<file path="config.mk">
export PLATFORM = sky130hd
export DESIGN_NAME = bounding_box_accumulator
export DESIGN_NICKNAME = d
export VERILOG_FILES = /design/src/sv/bba_pkg.sv /design/src/sv/bba_in_stage.sv /design/src/sv/bba_merge.sv /design/src/sv/bounding_box_accumulator.sv
export SDC_FILE = /design/constraint.sdc
export NUM_CORES = 2
export LEC_CHECK = 0
export BUFFER_PORTS_ARGS = -buffer_cell sky130_fd_sc_hd__buf_2
export CELL_PAD_IN_SITES_DETAIL_PLACEMENT = 0
export CELL_PAD_IN_SITES_GLOBAL_PLACEMENT = 2
export CORE_MARGIN = 2
export CORE_UTILIZATION = 35
export DETAILED_ROUTE_END_ITERATION = 7
export MAX_ROUTING_LAYER = met4
export PLACE_DENSITY = 0.88
export SYNTH_ARGS = -nofsm -noshare
export SYNTH_HDL_FRONTEND = slang
export SYNTH_SLANG_ARGS = --single-unit
</file>
<file path="constraint.sdc">
create_clock -name clk -period 6.2 [get_ports clk]
set_clock_uncertainty 0.2 [all_clocks]
set_input_delay 0.62 -clock clk [delete_from_list [all_inputs] [get_ports clk]]
set_output_delay 0.62 -clock clk [all_outputs]
set_load 0.03 [all_outputs]
</file>
<file path="src/sv/bba_pkg.sv">
// Package for the bounding box accumulator: coordinate and item types,
// operation codes and box kinds. It depends on nothing else.
`default_nettype none

package bba_pkg;

  localparam int COORD_W = 32;
  localparam int AXES    = 3;
  localparam int TDATA_W = 2 * AXES * COORD_W;
  localparam int KIND_W  = 2;
  localparam int OP_W    = 2;

  typedef logic signed [COORD_W-1:0] coord_t;

  typedef enum logic [OP_W-1:0] {
    OP_MERGE_POINT  = 2'd0,
    OP_MERGE_BOX    = 2'd1,
    OP_CLEAR        = 2'd2,
    OP_SET_INFINITE = 2'd3
  } op_t;

  localparam logic [KIND_W-1:0] KIND_NULL     = 2'd0;
  localparam logic [KIND_W-1:0] KIND_FINITE   = 2'd1;
  localparam logic [KIND_W-1:0] KIND_INFINITE = 2'd2;

  typedef struct packed {
    op_t                   op;
    logic [KIND_W-1:0]     box_kind;
    coord_t [AXES-1:0]     lo;
    coord_t [AXES-1:0]     hi;
  } item_t;

  typedef struct packed {
    logic [KIND_W-1:0]     kind;
    coord_t [AXES-1:0]     lo;
    coord_t [AXES-1:0]     hi;
  } box_t;

endpackage

`default_nettype wire

</file>
<file path="src/sv/bba_in_stage.sv">
// Input register of the bounding box accumulator: takes one request per cycle
// and holds it until the merge stage advances. Depends on bba_pkg.
`default_nettype none

module bba_in_stage
  import bba_pkg::*;
(
  input  wire logic               clk,
  input  wire logic               rst_n,
  input  wire logic               in_tvalid,
  output      logic               in_tready,
  input  wire logic [TDATA_W-1:0] in_tdata,  // low_x, low_y, low_z, high_x, high_y, high_z
  input  wire logic [3:0]         in_tuser,  // operation, box_kind
  input  wire logic               advance,
  output      logic               item_valid,
  output      item_t              item
);

  logic  valid_r;
  logic  valid_nxt;
  item_t item_r;
  item_t item_nxt;

  assign in_tready  = !valid_r || advance;
  assign item_valid = valid_r;
  assign item       = item_r;

  always_comb begin
    item_nxt.op       = op_t'(in_tuser[OP_W-1:0]);
    item_nxt.box_kind = in_tuser[OP_W +: KIND_W];
    for (int a = 0; a < AXES; a++) begin
      item_nxt.lo[a] = in_tdata[a*COORD_W +: COORD_W];
      item_nxt.hi[a] = in_tdata[(AXES+a)*COORD_W +: COORD_W];
    end
    if (in_tvalid && in_tready) begin
      valid_nxt = 1'b1;
    end else if (advance) begin
      valid_nxt = 1'b0;
    end else begin
      valid_nxt = valid_r;
    end
  end

  always_ff @(posedge clk) begin
    if (!rst_n) begin
      valid_r <= 1'b0;
    end else begin
      valid_r <= valid_nxt;
    end
  end

  always_ff @(posedge clk) begin
    if (in_tvalid && in_tready) begin
      item_r <= item_nxt;
    end
  end

endmodule

`default_nettype wire

</file>
<file path="src/sv/bba_merge.sv">
// Merge logic of the bounding box accumulator: next stored box and the
// accepted flag for one request. Depends on bba_pkg.
`default_nettype none

module bba_merge
  import bba_pkg::*;
(
  input  wire item_t cur_item,
  input  wire box_t  cur_box,
  output      box_t  next_box,
  output      logic  accepted
);

  always_comb begin
    next_box = cur_box;
    accepted = 1'b1;
    case (cur_item.op)
      OP_MERGE_POINT: begin
        if (cur_box.kind == KIND_NULL) begin
          next_box.kind = KIND_FINITE;
          next_box.lo   = cur_item.lo;
          next_box.hi   = cur_item.lo;
        end else if (cur_box.kind == KIND_FINITE) begin
          for (int a = 0; a < AXES; a++) begin
            if ($signed(cur_item.lo[a]) < $signed(cur_box.lo[a])) begin
              next_box.lo[a] = cur_item.lo[a];
            end
            if ($signed(cur_box.hi[a]) < $signed(cur_item.lo[a])) begin
              next_box.hi[a] = cur_item.lo[a];
            end
          end
        end
      end
      OP_MERGE_BOX: begin
        if (cur_box.kind == KIND_INFINITE || cur_item.box_kind == KIND_NULL ||
            (cur_item.box_kind != KIND_FINITE && cur_item.box_kind != KIND_INFINITE)) begin
          accepted = 1'b0;
        end else if (cur_item.box_kind == KIND_INFINITE) begin
          next_box      = '0;
          next_box.kind = KIND_INFINITE;
        end else if (cur_box.kind == KIND_NULL) begin
          next_box.kind = KIND_FINITE;
          next_box.lo   = cur_item.lo;
          next_box.hi   = cur_item.hi;
        end else begin
          for (int a = 0; a < AXES; a++) begin
            if ($signed(cur_item.lo[a]) < $signed(cur_box.lo[a])) begin
              next_box.lo[a] = cur_item.lo[a];
            end
            if ($signed(cur_box.hi[a]) < $signed(cur_item.hi[a])) begin
              next_box.hi[a] = cur_item.hi[a];
            end
          end
        end
      end
      OP_CLEAR: begin
        next_box      = '0;
        next_box.kind = KIND_NULL;
      end
      OP_SET_INFINITE: begin
        next_box      = '0;
        next_box.kind = KIND_INFINITE;
      end
      default: begin
        next_box = cur_box;
      end
    endcase
  end

endmodule

`default_nettype wire

</file>
<file path="src/sv/bounding_box_accumulator.sv">
// Bounding box accumulator: one request per clock cycle when the result side
// keeps up. An accepted request passes from the input register to the result register:
// the input register feeds a single compare-and-select stage against the stored
// box, whose outcome loads the stored box and the result register together.
// The result register decouples the two sides, so a new request is taken while
// an earlier result still waits. Corners read zero unless the kind is finite.
// Depends on bba_pkg, bba_in_stage and bba_merge.
`default_nettype none

module bounding_box_accumulator
  import bba_pkg::*;
(
  input  wire logic               clk,
  input  wire logic               rst_n,
  input  wire logic               in_tvalid,
  output      logic               in_tready,
  input  wire logic [TDATA_W-1:0] in_tdata,   // low_x, low_y, low_z, high_x, high_y, high_z
  input  wire logic [3:0]         in_tuser,   // operation, box_kind
  output      logic               out_tvalid,
  input  wire logic               out_tready,
  output      logic [TDATA_W-1:0] out_tdata,  // min_x, min_y, min_z, max_x, max_y, max_z
  output      logic [2:0]         out_tuser   // kind, accepted
);

  item_t              item;
  logic               item_valid;
  logic               advance;
  box_t               box_r;
  box_t               box_nxt;
  logic               accepted;
  logic               out_valid_r;
  logic               out_valid_nxt;
  logic [TDATA_W-1:0] out_tdata_r;
  logic [TDATA_W-1:0] out_tdata_nxt;
  logic [2:0]         out_tuser_r;
  logic [2:0]         out_tuser_nxt;

  assign advance = item_valid && (!out_valid_r || out_tready);

  bba_in_stage u_in_stage (
    .clk        (clk),
    .rst_n      (rst_n),
    .in_tvalid  (in_tvalid),
    .in_tready  (in_tready),
    .in_tdata   (in_tdata),
    .in_tuser   (in_tuser),
    .advance    (advance),
    .item_valid (item_valid),
    .item       (item)
  );

  bba_merge u_merge (
    .cur_item (item),
    .cur_box  (box_r),
    .next_box (box_nxt),
    .accepted (accepted)
  );

  always_comb begin
    out_tdata_nxt = '0;
    if (box_nxt.kind == KIND_FINITE) begin
      for (int a = 0; a < AXES; a++) begin
        out_tdata_nxt[a*COORD_W +: COORD_W]        = box_nxt.lo[a];
        out_tdata_nxt[(AXES+a)*COORD_W +: COORD_W] = box_nxt.hi[a];
      end
    end
    out_tuser_nxt = {accepted, box_nxt.kind};
    if (advance) begin
      out_valid_nxt = 1'b1;
    end else if (out_tready) begin
      out_valid_nxt = 1'b0;
    end else begin
      out_valid_nxt = out_valid_r;
    end
  end

  always_ff @(posedge clk) begin
    if (!rst_n) begin
      out_valid_r <= 1'b0;
      box_r       <= '0;
    end else begin
      out_valid_r <= out_valid_nxt;
      if (advance) begin
        box_r <= box_nxt;
      end
    end
  end

  always_ff @(posedge clk) begin
    if (advance) begin
      out_tdata_r <= out_tdata_nxt;
      out_tuser_r <= out_tuser_nxt;
    end
  end

  assign out_tvalid = out_valid_r;
  assign out_tdata  = out_tdata_r;
  assign out_tuser  = out_tuser_r;

`ifndef SYNTHESIS
  a_result_matches_state: assert property (@(posedge clk) disable iff (!rst_n)
    advance |=> (out_tuser_r[KIND_W-1:0] == box_r.kind))
    else $error("Result kind differs from the stored kind.");

  a_corners_zero_unless_finite: assert property (@(posedge clk) disable iff (!rst_n)
    (out_valid_r && out_tuser_r[KIND_W-1:0] != KIND_FINITE) |-> (out_tdata_r == '0))
    else $error("Non-finite result carries nonzero corners.");

  a_state_holds_without_advance: assert property (@(posedge clk) disable iff (!rst_n)
    !advance |=> $stable(box_r))
    else $error("Stored box changed without a request advancing.");

  a_ready_when_empty: assert property (@(posedge clk) disable iff (!rst_n)
    !item_valid |-> in_tready)
    else $error("Input stage is empty but not ready.");
`endif

endmodule

`default_nettype wire

</file>
Word-level counts from Yosys, hierarchy flattened:

Cells that the tools add are included.
W data, S select, Z words.

* output and inout port bits: 197
* memories kept: 0
* input bits: 200
* memory bits (read-only): 0
* register bits: 587
* bits in latches: 0
* word-level logic and storage cells: 73
* RAM bits: 0

* reductions and logical operators: 14
* equality and inequality tests: 9
* shifts and indexed selects: 0
* bitwise logic cells: 0
* add/sub/neg operators: 0
* div/mod/pow operators: 0
* $lt $le $gt $ge: 9
* muxes and demuxes: 21
* multiply operators: 0

Operators by type and width (number)
* $pmux W194 S4: 1
* $mux W192: 3
* $mux W194: 2
* $lt A32 B32 Y1: 9
* $mux W32: 9
* $eq A2 B2 Y1 const B: 4
* $eq A2 B1 Y1 const B: 3
* $logic_not A2 Y1: 3
* $mux W1: 5
* $logic_or A1 B1 Y1: 4
* $reduce_bool A2 Y1: 2
* $logic_and A1 B1 Y1: 3
* $logic_not A1 Y1: 2
* $mux W2: 1
* $ne A2 B1 Y1 const B: 1
* $ne A2 B2 Y1 const B: 1

Logic depth before layout (Yosys ltp):

* depth in word-level cells: 7
* mapped depth: 12
* mapped depth without buffers: 11

By module:

Synthesis repeated with hierarchy kept, for this count alone.

* cells, all modules: 2899
* area, all modules: 31148.6 um^2

Modules (own cells, without submodules)
* bounding_box_accumulator: sequential area each 9759.4 um^2, cells an instance 1254, times used 1, area each 14951.8 um^2
* bba_merge: sequential area each 0.0 um^2, cells an instance 1444, times used 1, area each 10253.6 um^2
* bba_in_stage: sequential area each 5905.7 um^2, cells an instance 201, times used 1, area each 5943.2 um^2

Worst setup path before layout:

No wires, ideal clock.

* kind: input-to-reg
* from: in out_tready
* to: reg u_in_stage.item_r, in the netlist u_in_stage.item[0] (enable)
* slack: -27 ps
* data arrival time: 5448 ps
* cell stages on the path: 3
* setup time: 579 ps
* path through: nor2b_1 > nand2_1 > and2_1

* word-level cells in the longest chain between the ends: 4

RTL lines
* from (decl): line bounding_box_accumulator.sv:20 `input wire logic out_tready,`
* $logic_or A1 B1 Y1: line bounding_box_accumulator.sv:38 `assign advance = item_valid && (!out_valid_r || out_tready);`
* $logic_and A1 B1 Y1: line bounding_box_accumulator.sv:38
* $logic_or A1 B1 Y1: line bba_in_stage.sv:24 `assign in_tready = !valid_r || advance;`
* named net in_tready: line bounding_box_accumulator.sv:16 `output logic in_tready,`
* $logic_and A1 B1 Y1: line bba_in_stage.sv:53 `if (in_tvalid && in_tready) begin`
* to (signal assigned): line bba_in_stage.sv:54 `item_r <= item_nxt;`
* to (decl): line bba_in_stage.sv:21 `item_t item_r;`

The timed path passes the listed nets, and every way through them passes these cells.
A chain may end at the register's enable or synchronous reset.

Final worst setup path:

* from: reg u_in_stage.item_r, in the netlist u_in_stage.item[95]
* to: reg box_r[91] (netlist name)

* word-level cells in the longest chain between the ends: 6

RTL lines
* $lt A32 B32 Y1: line bba_merge.sv:50 `if ($signed(cur_box.hi[a]) < $signed(cur_item.hi[a])) begin`
* $mux W32: line bba_merge.sv:50
* $mux W192: line bba_merge.sv:41 `end else if (cur_box.kind == KIND_NULL) begin`
* $mux W194: line bba_merge.sv:38 `end else if (cur_item.box_kind == KIND_INFINITE) begin`
* $mux W194: line bba_merge.sv:35 `if (cur_box.kind == KIND_INFINITE || cur_item.box_kind == KIND_NULL ||`
* $pmux W194 S4: line bba_merge.sv:17 `case (cur_item.op)`
* to (signal assigned): line bounding_box_accumulator.sv:84 `box_r <= box_nxt;`
* to (decl): line bounding_box_accumulator.sv:28 `box_t box_r;`

No other way between the ends.

==> metrics.yaml <==
status:
  status: "finished, final reports clean"
routing:
  firstDrtPassIters: 6
  vias_per_cell: 5.51
  vias: 24100
  drt-initial-drc-count: 1814
  drc: 0
  wl_per_cell_um: 22.8
  ant_nets: 0
  wl_mm: 99.6
place:
  dpl.hpwl_mm: 66.1
  numPortBuffers: 396
  dp.cells: 4069
  dpl_cell_area_um2: 33400
  gp_congestion: 0.837
synthesis:
  syn-cell-area_um2: 30100
  seq_area_frac_synth_pct: 52.0
  synth_area_leaders: "edfxtp_1 (39%), dfxtp_1 (13%), ha_1 (12%), a22o_1 (5.6%), inv_1 (4.5%)"
  yosysMostFrequentCell: "edfxtp_1"
  netlist_instances: 2652
  synth_ff_type: "edfxtp_1"
  ys_types: 70
  avgSynthCellArea_um2: 11.4
  synth-warning-count: 0
  synth_top_area_share_pct: 39.0
  synth-async-reset-ratio_pct: 0
  ys_ff_latch: 587
  synth_largest_area_cell: "edfxtp_1"
  synth_edf_count: 391
  synthTopCellsByCount: "edfxtp_1 (391), inv_1 (359), ha_1 (281), dfxtp_1 (196), a22o_1 (192)"
  synth_fp_nets: 3133
flow_run:
  drv_cap: 0
clocking:
  clk-insertion-delay-late_ns: 0.62
  path_clk_slew_ns: 0.06
  clk_path_buf_depth: 3
  cts_made_buffers: 70
  clock_sinks: 587
  cts_tree: "yes"
  h-tree-depth: 3
  ctsResizeCount: 0
  cts-root-buf: "clkbuf_16"
sta:
  fmax_mhz: 231
  fin_tns_setup_ns: 0
  slew_headroom_pct: 18.2
  tightest_slew_ns: 1.22
  finalCritPeriodShare_pct: 70.0
  finalCriticalPeriod_ns: 4.34
  rsz0062_at_grt: "no"
  report.final.slew_viol_count: 0
  final_hold_viol_count: 0
  setup_viol: 0
layout:
  area_growth_pct: 24.5
  drive_gt1_share_pct: 18.3
  final_area_um2: 37500
  final_util_pct: 44.0
  nNetsFinal: 3656
  antenna_cells: 0
  final_cell_count_no_fill: 4375
grt:
  grt_pass1_vias: 23900
  antenna_found_initial: 1
  grt_max_degree: 116
  grt.overflow.total: 0
  grt_pass1_wl_mm: 151
  grtUsageTotal_pct: 22.8
power:
  power_mw: 10.0
  total_leakage_power_nw: 15.0
  vdd_drop_max_uv: 185
  powerDensity_nw_per_um2: 267
floorplan:
  core_area_um2: 85300
  design.die.area_um2: 88400
  die_w_um: 297
  start_util_pct: 35.3
  die_y_um: 297
  core.rowCount: 107
  num_io_pins: 397
setup_path:
  crit_type: "flip-flop to flip-flop"
  critPathRequiredTime_ns: 6.46
  worst_setup_path_start_kind: "flip-flop"
  rrSetupSlack_ns: 1.86
  endpoint_kind: "flip-flop"
  critPathMaxFanout: 25
  critPathArrivalTime_ns: 4.60
worst_hold_path:
  hp-class: "input port to flip-flop"
## final timing paths
| check | endpoint | start | cells past startpoint |
|---|---|---|---|
| setup / recovery | box_r[91] | u_in_stage.item[95] | 11 |
| hold / removal | u_in_stage.item[24] | in_tdata[120] | 1 |
| setup reg to reg | box_r[91] | u_in_stage.item[95] | 11 |
| hold reg to reg | box_r[123] | box_r[123] | 1 |
## cell families (layout without fill, tap and decap cells)
group           after synthesis  count (layout)  synth area share [%]
simple gates                395             395                  6.84
mux                          29              29                 0.972
fa+ha+maj                   281             281                  11.7
compound gates              830             830                  21.7
xor+xnor                      2               2                0.0582
buf+inv                     528            1107                  6.73
flops                       587             587                  52.0
## what timing repair did
action	4_1_cts	5_1_grt
hold buffers	178	0
setup buffers	0	0
hold endpoints to repair	178	0
## power by group
part / internal [mW] / switching (mW) / leakage, nW / total (mW)
clock: 2.55 / 1.73 / 1.14 / 4.28
sequential: 4.37 / 0.171 / 5.31 / 4.54
combinational: 0.409 / 0.787 / 8.52 / 1.20
total: 7.33 / 2.69 / 15.0 / 10.0
## layer usage
layer / global-route usage (%) / routed length, um
met5: - / 0
met4: 7.20 / 3050
met3: 2.88 / 5840
met2: 36.2 / 46800
met1: 30.2 / 43900
## stage by stage
stage | hold slack [ns] | worst slack, ns
2_1_floorplan | 0.260 | 1.44
3_3_place_gp | 0.281 | 2.00
3_5_place_dp | 0.285 | 1.89
4_1_cts | 0.00178 | 1.86
5_1_grt | 0.00313 | 1.59
6_report | 0.0341 | 1.86
## placed cells by master, fill, tap and decap left out, types with 12 or more instances in the layout
cell / instances
dfxtp_1: 195
nor3_1: 12
a21o_1: 40
nand2_1: 74
nand2b_1: 17
nand4_1: 107
clkinv_2: 15
a32oi_1: 32
inv_1: 359
buf_2: 396
dlygate4sd3_1: 178
a32o_1: 37
nor2_1: 45
edfxtp_1: 391
mux2i_1: 27
o21ai_0: 38
a22o_1: 192
a21oi_1: 118
buf_4: 43
o2111a_1: 32
a221o_1: 31
o2bb2ai_1: 26
clkbuf_16: 71
ha_1: 281
o22ai_1: 34
clkbuf_1: 14
o221ai_1: 37
nand3_1: 79
o2111ai_1: 36
o211ai_1: 80
a211oi_1: 13
o21a_1: 23
## cell type report
class                      count  area [um^2]
multi-input combinational   1537        12600
clock buffer                  86         1840
timing repair buffer         619         4130
inverter                     360         1360
fill                        8057        47800
sequential                   587        15700
tap                         1144         1430
clock inverter                42          512
## worst max-delay path, stage by stage (launching register included)
cell      delay [ns]
edfxtp_1        0.36
inv_1           0.05
ha_1            0.41
nand4_1         0.17
nor2_1          0.08
a211oi_1        0.85
nand2_1         0.19
nor4b_1         0.62
nor2_1          0.19
o41ai_4         0.65
buf_12          0.27
o22ai_1         0.10
## state kept, by name, indices dropped and copies added (netlist names)
register	cells
out_tvalid	1
u_in_stage.item	196
out_tdata	192
out_tuser	3
box_r	194
u_in_stage.item_valid	1
Note: power is estimated with default switching activity, not from simulation.
